## src/rtl/core/ptm_pkg.sv

```systemverilog
package ptm_pkg;

    // Field widths of the command and result items.
    localparam int ADDR_W   = 52;
    localparam int VA_W     = 64;
    localparam int WORD_W   = 64;
    localparam int PFN_W    = 40;
    localparam int SLOT_W   = 9;
    localparam int ENTRIES  = 512;
    localparam int RFRAME_W = 6;
    localparam int STATUS_W = 2;
    localparam int USED_W   = 7;

    // Parameter defaults.
    localparam int DEF_TABLE_FRAMES = 64;
    localparam int DEF_LEVELS       = 4;

    // Page table entry bit positions.
    localparam int PTE_PRESENT_BIT = 0;
    localparam int PTE_WRITE_BIT   = 1;
    localparam int PTE_LARGE_BIT   = 7;
    localparam int PTE_GLOBAL_BIT  = 8;
    localparam int PTE_NX_BIT      = 63;
    localparam int PTE_ADDR_LO     = 12;

    // First virtual-address bit at and above which every bit must be set for the upper half.
    localparam int UPPER_HALF_LO = 47;

    // Command codes.
    localparam logic CMD_MAP  = 1'b0;
    localparam logic CMD_READ = 1'b1;

    // Result status codes.
    localparam logic [STATUS_W-1:0] STATUS_OK      = 2'd0;
    localparam logic [STATUS_W-1:0] STATUS_MAPPED  = 2'd1;
    localparam logic [STATUS_W-1:0] STATUS_NO_ROOM = 2'd2;

    // Request to the shared page-frame-number adder.
    typedef struct packed {
        logic             sub;
        logic [PFN_W-1:0] a;
        logic [PFN_W-1:0] b;
    } pfn_req_t;

endpackage

```

## src/rtl/core/ptm_pfn_unit.sv

```systemverilog
module ptm_pfn_unit (
    input  ptm_pkg::pfn_req_t          req,
    output logic [ptm_pkg::PFN_W-1:0]  result
);

    // Page frame numbers wrap modulo the 40-bit address field, as the
    // entry address mask does.
    always_comb
    begin
        if (req.sub)
        begin
            result = req.a - req.b;
        end
        else
        begin
            result = req.a + req.b;
        end
    end

endmodule

```

## config.mk

```make
export PLATFORM = sky130hd
export DESIGN_NAME = ptm_pfn_unit
export DESIGN_NICKNAME = d
export VERILOG_FILES = /design/src/rtl/core/ptm_pkg.sv /design/src/rtl/core/ptm_pfn_unit.sv
export SDC_FILE = /design/constraint.sdc
export NUM_CORES = 1
export LEC_CHECK = 0
export ABC_AREA = 0
export CAP_MARGIN = 20
export CORE_MARGIN = 3
export CORE_UTILIZATION = 30
export DETAILED_ROUTE_END_ITERATION = 8
export DONT_BUFFER_PORTS = 1
export SYNTH_ARGS = -nofsm -noshare
export SYNTH_HDL_FRONTEND = slang
export SYNTH_SLANG_ARGS = --single-unit
```

## constraint.sdc

```tcl
create_clock -name vclk -period 8.3
set_clock_uncertainty 0.1 [all_clocks]
set_input_delay 0.83 -clock vclk [all_inputs]
set_output_delay 0.83 -clock vclk [all_outputs]
set_load 0.005 [all_outputs]
```

==> results of run 1 <==
-- layout by cell type, fill, tap and decap left out, types with 3 or more instances in the layout --
cell type  Yosys  final
nor3_1        19     19
and3_1         7      7
o21bai_1       5      5
nor2b_1        6      6
a31oi_1        7      7
nor4_1         5      5
and4_1         3      3
o21ai_0       26     26
nor2_1        43     43
ha_1          40     40
or3_1          3      3
a211oi_1       4      4
nand2_1       32     32
a41oi_1        3      3
a21o_1        18     18
nand2b_1       8      8
a31o_2         3      3
xor2_1        15     15
nand3_1        7      7
nand4_1        8      8
a21oi_1       64     64
inv_1         23     23
xnor2_1       60     60
-- logic make-up (layout without fill, tap and decap cells) --
family / count (synthesis) / count (layout) / share of synthesized area (%)
and+or+nand+nor: 153 / 153 / 25.6
AOI/OAI and AO/OA: 148 / 148 / 29.6
buffers and inverters: 42 / 23 / 5.29
adders and majority gates: 41 / 41 / 17.1
xor gates and xnor gates: 76 / 76 / 22.1
muxes: 1 / 1 / 0.328
-- layout make-up --
cell class                      count  area [um2]  share of cell area (%)
Multi-Input combinational cell    419        2890                    92.0
Tap cell                          133         166                    5.30
Inverter                           23        86.3                    2.75
-- per-layer routing --
| layer | routed length, um | global-route usage, % |
|---|---|---|
| met1 | 4320 | 21.3 |
| met3 | 752 | 3.01 |
| met5 | 0 | 0 |
| met2 | 4560 | 28.1 |
| met4 | 187 | 3.01 |
-- power groups by stage --
| stage | clock network (mW) | logic, mW | registers [mW] |
|---|---|---|---|
| after floorplan | 0 | 0.260 | 0 |
| final | 0 | 0.323 | 0 |
| after global routing | 0 | 0.361 | 0 |
| after CTS | 0 | 0.323 | 0 |
| after global placement | 0 | 0.321 | 0 |
| after detailed placement | 0 | 0.321 | 0 |
-- per-stage QoR --
| step | area (um2) | hold slack (ns) | utilization [%] | worst slack [ns] | power [mW] |
|---|---|---|---|---|---|
| floorplan | 3050 | 1.70 | - | 2.81 | 0.260 |
| global placement | 3140 | 1.71 | 32.0 | 2.41 | 0.321 |
| detailed placement | 3140 | 1.71 | 32.0 | 2.24 | 0.321 |
| CTS | 3140 | 1.71 | 32.0 | 2.22 | 0.323 |
| global route | 3140 | 1.72 | 32.0 | 1.96 | 0.361 |
| finish | 3140 | 1.71 | 32.0 | 2.19 | 0.323 |
-- worst paths after layout --
kind	start	end	slack, ns	cells after the start
max	req[13]	result[37]	2.19	16
min	req[0]	result[0]	1.71	2
-- critical path: stages --
cell      delay (ns)
or4_1           0.58
or3_1           0.36
nor4_1          0.31
nand2b_1        0.14
nor4_1          0.32
nor2_1          0.10
xnor2_1         0.26
ha_1            0.34
a21oi_1         0.21
o21ai_0         0.15
a221o_1         0.31
a21o_1          0.17
nor3_1          0.31
o221ai_1        0.29
a41oi_1         0.32
xnor2_1         0.19
==> results.md, run 1 <==
* Status: complete, no violations
* PostCTS Resize Cnt at 0
* Setup violations, final at 0
* GRT overflow at 0
* Ant diodes at 0
* Die Footprint at 0.0114 mm2
* Post-synth cell types at between 50 and 60
* HP Class: in -> out
* Crit path time final at 6.11 ns
* DRC at 0
* Core Rows at 36
* Yosys top cell area share at 17.2%
* Flop pwr share at 0%
* Core area at 0.00982 mm2
* Arr. time, crit path at slightly above 5 ns
* Top cells by area, synth: xnor2_1 17%, ha_1 16%, a21oi_1 11%
* Total number of vias at 3219
* IO buf count at 0
* Placed insts at 575
* Crit Path Max Fanout at 5
* Most frequent cells after synthesis: 64 x a21oi_1, 60 x xnor2_1, 43 x nor2_1
* Final cell count without fillers at 575
* Count leader, synth: a21oi_1
* Global-route wire length before repair at 15.5 mm
* Switching part of the total at 59.9%
* Area Growth Syn to Fin at 3.00%
* Crit. End Element: primary output
* Post-Synthesis Cell Area at ~0.003 mm2
* Power Internal at 130 uW
* Worst-Margin Slew at 0.754 ns
* Placer Congestion at 0.913
* Post-CTS setup buffers at 0
* Slew Viols, Final at 0
* Combinational power share at 100.0%
* Hold buffer count at cts at 0
* Synth Instances at 461
* Largest net degree at the start of global routing at 40
* Syn Area/Cell at 6.61 um2
* Max Freq at 0.164 GHz
* Hpwl dp at between 8 and 9 mm
* Pleak at ~1.3 nW
* # nets final at 566
* Die Y at 107 um
* Number of flip-flops and latches at 0
* Switching pwr at a little under 200 uW
* Routed WL at 9.82 mm
* DR WL/cell at 17.1 um
* Reg area at 0 um2
* Vias in the first global route at about 3200
* Die W at 107 um
* Slew HR at 49.1%
* Register area share after synthesis at 0%
* Initial Util at 31.1%
* Average vias per placed instance at 5.60
* Final setup TNS at 0 ns
* Final ANT Viol Nets at 0
* Drt pass-1 iters at 4
* All-layer global routing usage at 16.3%
* I/O pin count at 121
* Clock share of power at 0%
* Period utilisation layout at 73.6%
* Warnings, synthesis at 0
* Syn_nets at approximately 580
* Max-cap violation count at 0
* Layout cells sized above 1 at 2.49%
* Critical path type: in -> out
* # clk buffers at 0
* Crit path launch type: input pin
* Worst VDD drop at 0.0311 mV
* Power Density at between 100 and 150 mW/mm2
* Area leader, netlist: xnor2_1
* Initial DRC count at 150
* Antenna violations before repair at 0
* Crit path required time at 7.37 ns
* RSZ-0062 raised after global routing: false
* Final hold vios at 0
* Fillers at roughly 1100
No activity file was read; power rests on OpenSTA's default activity.
==> run 2: changes to the inputs <==
==> constraint.sdc (replaced) <==
create_clock -name vclk -period 5.3
set_clock_uncertainty 0.1 [all_clocks]
set_input_delay 0.53 -clock vclk [all_inputs]
set_output_delay 0.53 -clock vclk [all_outputs]
set_load 0.005 [all_outputs]
==> run 2 against run 1 <==
- combinational power rose by 61%
- critical path type unchanged
- cell area rose by 3.4%
- total power rose by 61%
- largest cell class unchanged
- core utilization rose by 1.1 points
- non-clock buffer count rose by 10
- via count rose by 0.93%
- setup slack got worse by 1.9 ns
==> results.md, run 2 (synthesis gave the netlist of run 1 again) <==
* Drt pass-1 iters at 6
* Die Footprint at 0.0114 mm2
* Global-route wire length before repair at 15.6 mm
* Switching pwr at 309 uW
* Ant diodes at 0
* Initial Util at 31.1%
* Most common cell after layout, fill and taps aside: a21oi_1
* Average vias per placed instance at 5.55
* Placed Area at 0.00322 mm2
* All-layer global routing usage at between 10% and 20%
* # clk buffers at 0
* Fillers at 1133
* Final hold vios at 0
* Max Freq at around 0.2 GHz
* Crit path launch type: input pin
* GRT overflow at 0
* Worst VDD drop at 0.0646 mV
* Final ANT Viol Nets at 0
* Status: complete, no violations
* Reg area at 0 um2
* Largest net degree at the start of global routing at 40
* Crit. End Element: primary output
* Max-cap violation count at 0
* Hpwl dp at 8.63 mm
* Routed WL at ~10 mm
* Vias in the first global route at around 3100
* I/O pin count at 121
* RSZ-0062 raised after global routing: true
* Antenna violations before repair at 0
* Number of flip-flops and latches at 0
* Power Density at 161 mW/mm2
* HP Class: in -> out
* Die W at around 110 um
* Clock share of power at 0%
* Initial DRC count at between 150 and 200
* Combinational power share at 100.0%
* Flop pwr share at 0%
* Most frequent cells in the layout: 64 x a21oi_1, 60 x xnor2_1, 43 x nor2_1
* DR WL/cell at 17.0 um
* Area Growth Syn to Fin at 6.52%
* Switching part of the total at 59.2%
* Core area at between 0.009 and 0.01 mm2
* Die Y at ~110 um
* Worst-Margin Slew at 0.627 ns
* Period utilisation layout at 94.7%
* Crit path required time at 4.67 ns
* Design area at 0.00325 mm2
* # nets final at 576
* DRC at 0
* IO buf count at 0
* Multi-input gate area at just under 0.003 mm2
* Crit path time final at approximately 5.0 ns
* Core Rows at 36
* Crit Path Max Fanout at 5
* Placer Congestion at 0.907
* Total number of vias at 3249
* Setup violations, final at 0
* Arr. time, crit path at 4.39 ns
* Power Internal at approximately 210 uW
* Worst hold margin at 1.10 ns
* Pleak at 1.34 nW
* Slew HR at between 50% and 60%
* Layout cells sized above 1 at under 10%
* Critical path type: in -> out
* Slew Viols, Final at 0
## run 2: worst paths after layout
kind / from / end / slack [ns] / cells after the start
setup / recovery: req[13] / result[39] / 0.28 / 16
hold / removal: req[0] / result[0] / 1.10 / 2
## run 2: cell type report
type / instances / share of cell area, %
tap: 133 / 5.12
multi-input combinational: 419 / 89.9
timing repair buffer: 10 / 2.31
inverter: 23 / 2.66
## run 2: critical path, cell delays in order
cell,delay (ns)
or4_1,0.54
or3_1,0.37
nor3_1,0.27
and4_2,0.35
and2b_1,0.24
nor2_1,0.07
xnor2_1,0.20
ha_1,0.28
a21o_1,0.16
a21o_1,0.17
a21oi_1,0.21
o21ai_0,0.14
a21o_1,0.19
a221oi_1,0.26
o21ai_0,0.15
xnor2_1,0.25
## run 2: power by group through the flow
| stage | clock network (mW) | registers (mW) | logic [mW] |
|---|---|---|---|
| 4_1_cts | 0 | 0 | 0.516 |
| 6_report | 0 | 0 | 0.521 |
| 2_1_floorplan | 0 | 0 | 0.407 |
| 5_1_grt | 0 | 0 | 0.582 |
| 3_3_place_gp | 0 | 0 | 0.513 |
| 3_5_place_dp | 0 | 0 | 0.514 |
## run 2: layer usage
metal  vias up  GRT usage (%)  share of wire (%)
met3        12           3.25                7.4
met5         -              0                  0
li1       1649              -                  -
met4         0           2.19                1.5
met2       109           28.3                 47
met1      1479           22.0                 44
## run 2: what timing repair did
item	CTS	global route
gates resized for setup	1	5
buffers inserted	0	0
gates cloned	0	0
endpoints found under the setup margin	1	4
hold buffers	0	0
endpoints found under the hold margin	0	0
## run 2: metrics by stage
| stage | setup TNS, ns | util [%] | setup slack (ns) | power, mW | instances |
|---|---|---|---|---|---|
| floorplan | 0 | - | 0.407 | 0.407 | 461 |
| global placement | 0 | 32.7 | 0.117 | 0.513 | 585 |
| detailed placement | -0.0260 | 32.7 | -0.0260 | 0.514 | 585 |
| CTS | 0 | 32.8 | 0.0727 | 0.516 | 585 |
| global route | -0.0424 | 33.1 | -0.0424 | 0.582 | 585 |
| finish | 0 | 33.1 | 0.281 | 0.521 | 585 |
==> run 3: changes to the inputs <==
--- a/config.mk
+++ b/config.mk
@@ -7,10 +7,13 @@
 export LEC_CHECK = 0
 export ABC_AREA = 0
 export CAP_MARGIN = 20
+export CELL_PAD_IN_SITES_DETAIL_PLACEMENT = 1
+export CELL_PAD_IN_SITES_GLOBAL_PLACEMENT = 1
 export CORE_MARGIN = 3
 export CORE_UTILIZATION = 30
 export DETAILED_ROUTE_END_ITERATION = 8
 export DONT_BUFFER_PORTS = 1
+export PLACE_DENSITY_LB_ADDON = 0.1
 export SYNTH_ARGS = -nofsm -noshare
 export SYNTH_HDL_FRONTEND = slang
 export SYNTH_SLANG_ARGS = --single-unit
==> run 3 against run 2 <==
- cell count rose by 3.9%
- maximum frequency fell by 0.28%
- flip-flop and latch count did not move
- die area did not move
- core utilization rose by 1.9 points
- non-clock buffer count rose by 23
- sequential share of layout area did not move
- total power rose by 7.5%
- count of clock-buffer cells in the layout did not move
- cell area rose by 5.8%
- global-route usage rose by 2.1 points
- critical path depth rose by 1
==> results.md, run 3 (synthesis gave the netlist of run 1 again) <==
* Status: complete, no violations
* Largest net degree at the start of global routing at 40
* Pleak at 1.46 nW
* GR Util met2 at between 30% and 40%
* Initial Util at a little under a third
* Setup violations, final at 0
* I/O pin count at 121
* Slew HR at 47.7%
* Die Footprint at 0.0114 mm2
* Dpl ws at 0.0437 ns
* RSZ-0062 raised after global routing: true
* DR WL/cell at around 18 um
* Most frequent cells in the layout: 64 x a21oi_1, 60 x xnor2_1, 43 x nor2_1
* Met3 usage in global routing at 3.85%
* Placer Congestion at 0.829
* Worst-Margin Slew at 0.774 ns
* IO buf count at 0
* Vias in the first global route at 3540
* Final ANT Viol Nets at 0
* GR Util met1 at 24.7%
* Crit. End Element: primary output
* # nets final at 599
* Placed Area at about 0.0034 mm2
* Average vias per placed instance at 5.55
* Critical hold path startpoint: req[0]
* Core area at 0.00982 mm2
* Area Growth Syn to Fin at 12.7%
* Core Rows at 36
* Antenna violations before repair at 0
* Initial DRC count at just under 100
* Total number of vias at 3372
* Final hold vios at 0
* Overall power at 560 uW
* Setup ws final at 0.267 ns
* WHS Path Cells at 2
* WHS Endpoint: result[0]
* Most common cell after layout, fill and taps aside: a21oi_1
* Global-route wire length before repair at 17.7 mm
* Reg area at 0 um2
* Final cell count without fillers at approximately 610
* Arr. time, crit path at 4.40 ns
* Max-cap violation count at 0
* Crit path launch type: input pin
* Crit Path Max Fanout at 6
* Power Density at approximately 160 mW/mm2
* Crit path required time at 4.67 ns
* Design area at 0.00344 mm2
* Layout cells sized above 1 at 10.9%
* Post-CTS setup buffers at 0
* Hpwl dp at about 9.9 mm
* Ant diodes at 0
* Number of flip-flops and latches at 0
* Crit path time final at 5.03 ns
* # clk buffers at 0
* GRT overflow at 0
* Critical path type: in -> out
* Period utilisation layout at a little over nine tenths
* HP Class: in -> out
* Worst VDD drop at 0.0582 mV
* All-layer global routing usage at 18.6%
* Die Y at 107 um
* Final setup TNS at 0 ns
* DRC at 0
* Drt pass-1 iters at 4
* Placed insts at ~610
* Slew Viols, Final at 0
* Routed WL at 11.2 mm
* Max Freq at around 0.20 GHz
* GRT busiest layer: met2
* Die W at 107 um
==> run 3: changes by cell type in the layout (fill, tap and decap cells not counted), sizes merged <==
cell and delta:
buf +23
==> run 3: worst max-delay path by stage <==
stage            start         end  slack, ns
6_report        req[6]  result[37]       0.27
3_3_place_gp    req[6]  result[37]       0.14
3_5_place_dp   req[13]  result[37]       0.04
4_1_cts        req[13]  result[37]       0.01
5_1_grt        req[13]  result[37]      -0.02
2_1_floorplan  req[13]  result[37]       0.41
==> run 3: cell type report <==
| type | count | area, um2 |
|---|---|---|
| tap | 133 | 166 |
| inverter | 23 | 86.3 |
| fill | 1296 | 6380 |
| timing repair buffer | 33 | 248 |
| multi-input combinational | 419 | 2940 |
==> run 3: power by group <==
part	internal, mW	switching [mW]	total (mW)
clock network	0	0	0
logic	0.239	0.321	0.560
registers	0	0	0
==> run 3: stage by stage <==
step           hold WS (ns)  utilization, %
6_report               1.11            35.0
2_1_floorplan          1.10               -
3_3_place_gp           1.11            34.5
3_5_place_dp           1.11            34.5
4_1_cts                1.11            34.5
5_1_grt                1.13            35.0
==> run 3: routing by layer <==
metal  share of wire (%)  vias to the layer above  wire length (um)
li1                    -                     1695                 -
met1                  45                     1592              5050
met2                  47                       81              5290
met3                 7.0                        4               777
met4                0.42                        0                47
met5                   0                        -                 0
==> run 3: worst max-delay path, stage by stage <==
cell,delay [ns]
or4_4,0.53
or3_4,0.39
nor3b_4,0.19
buf_4,0.18
nor3b_1,0.20
nor2_1,0.07
xnor2_1,0.15
ha_1,0.39
and3_1,0.20
and4_1,0.22
nand3_1,0.15
a311oi_2,0.36
nor3_2,0.08
o221ai_1,0.19
buf_4,0.17
a41oi_1,0.14
xnor2_1,0.25
==> run 3: timing repair <==
action | CTS | global route
resized for setup | 0 | 9
setup endpoints to repair | 0 | 9
hold buffers | 0 | 0
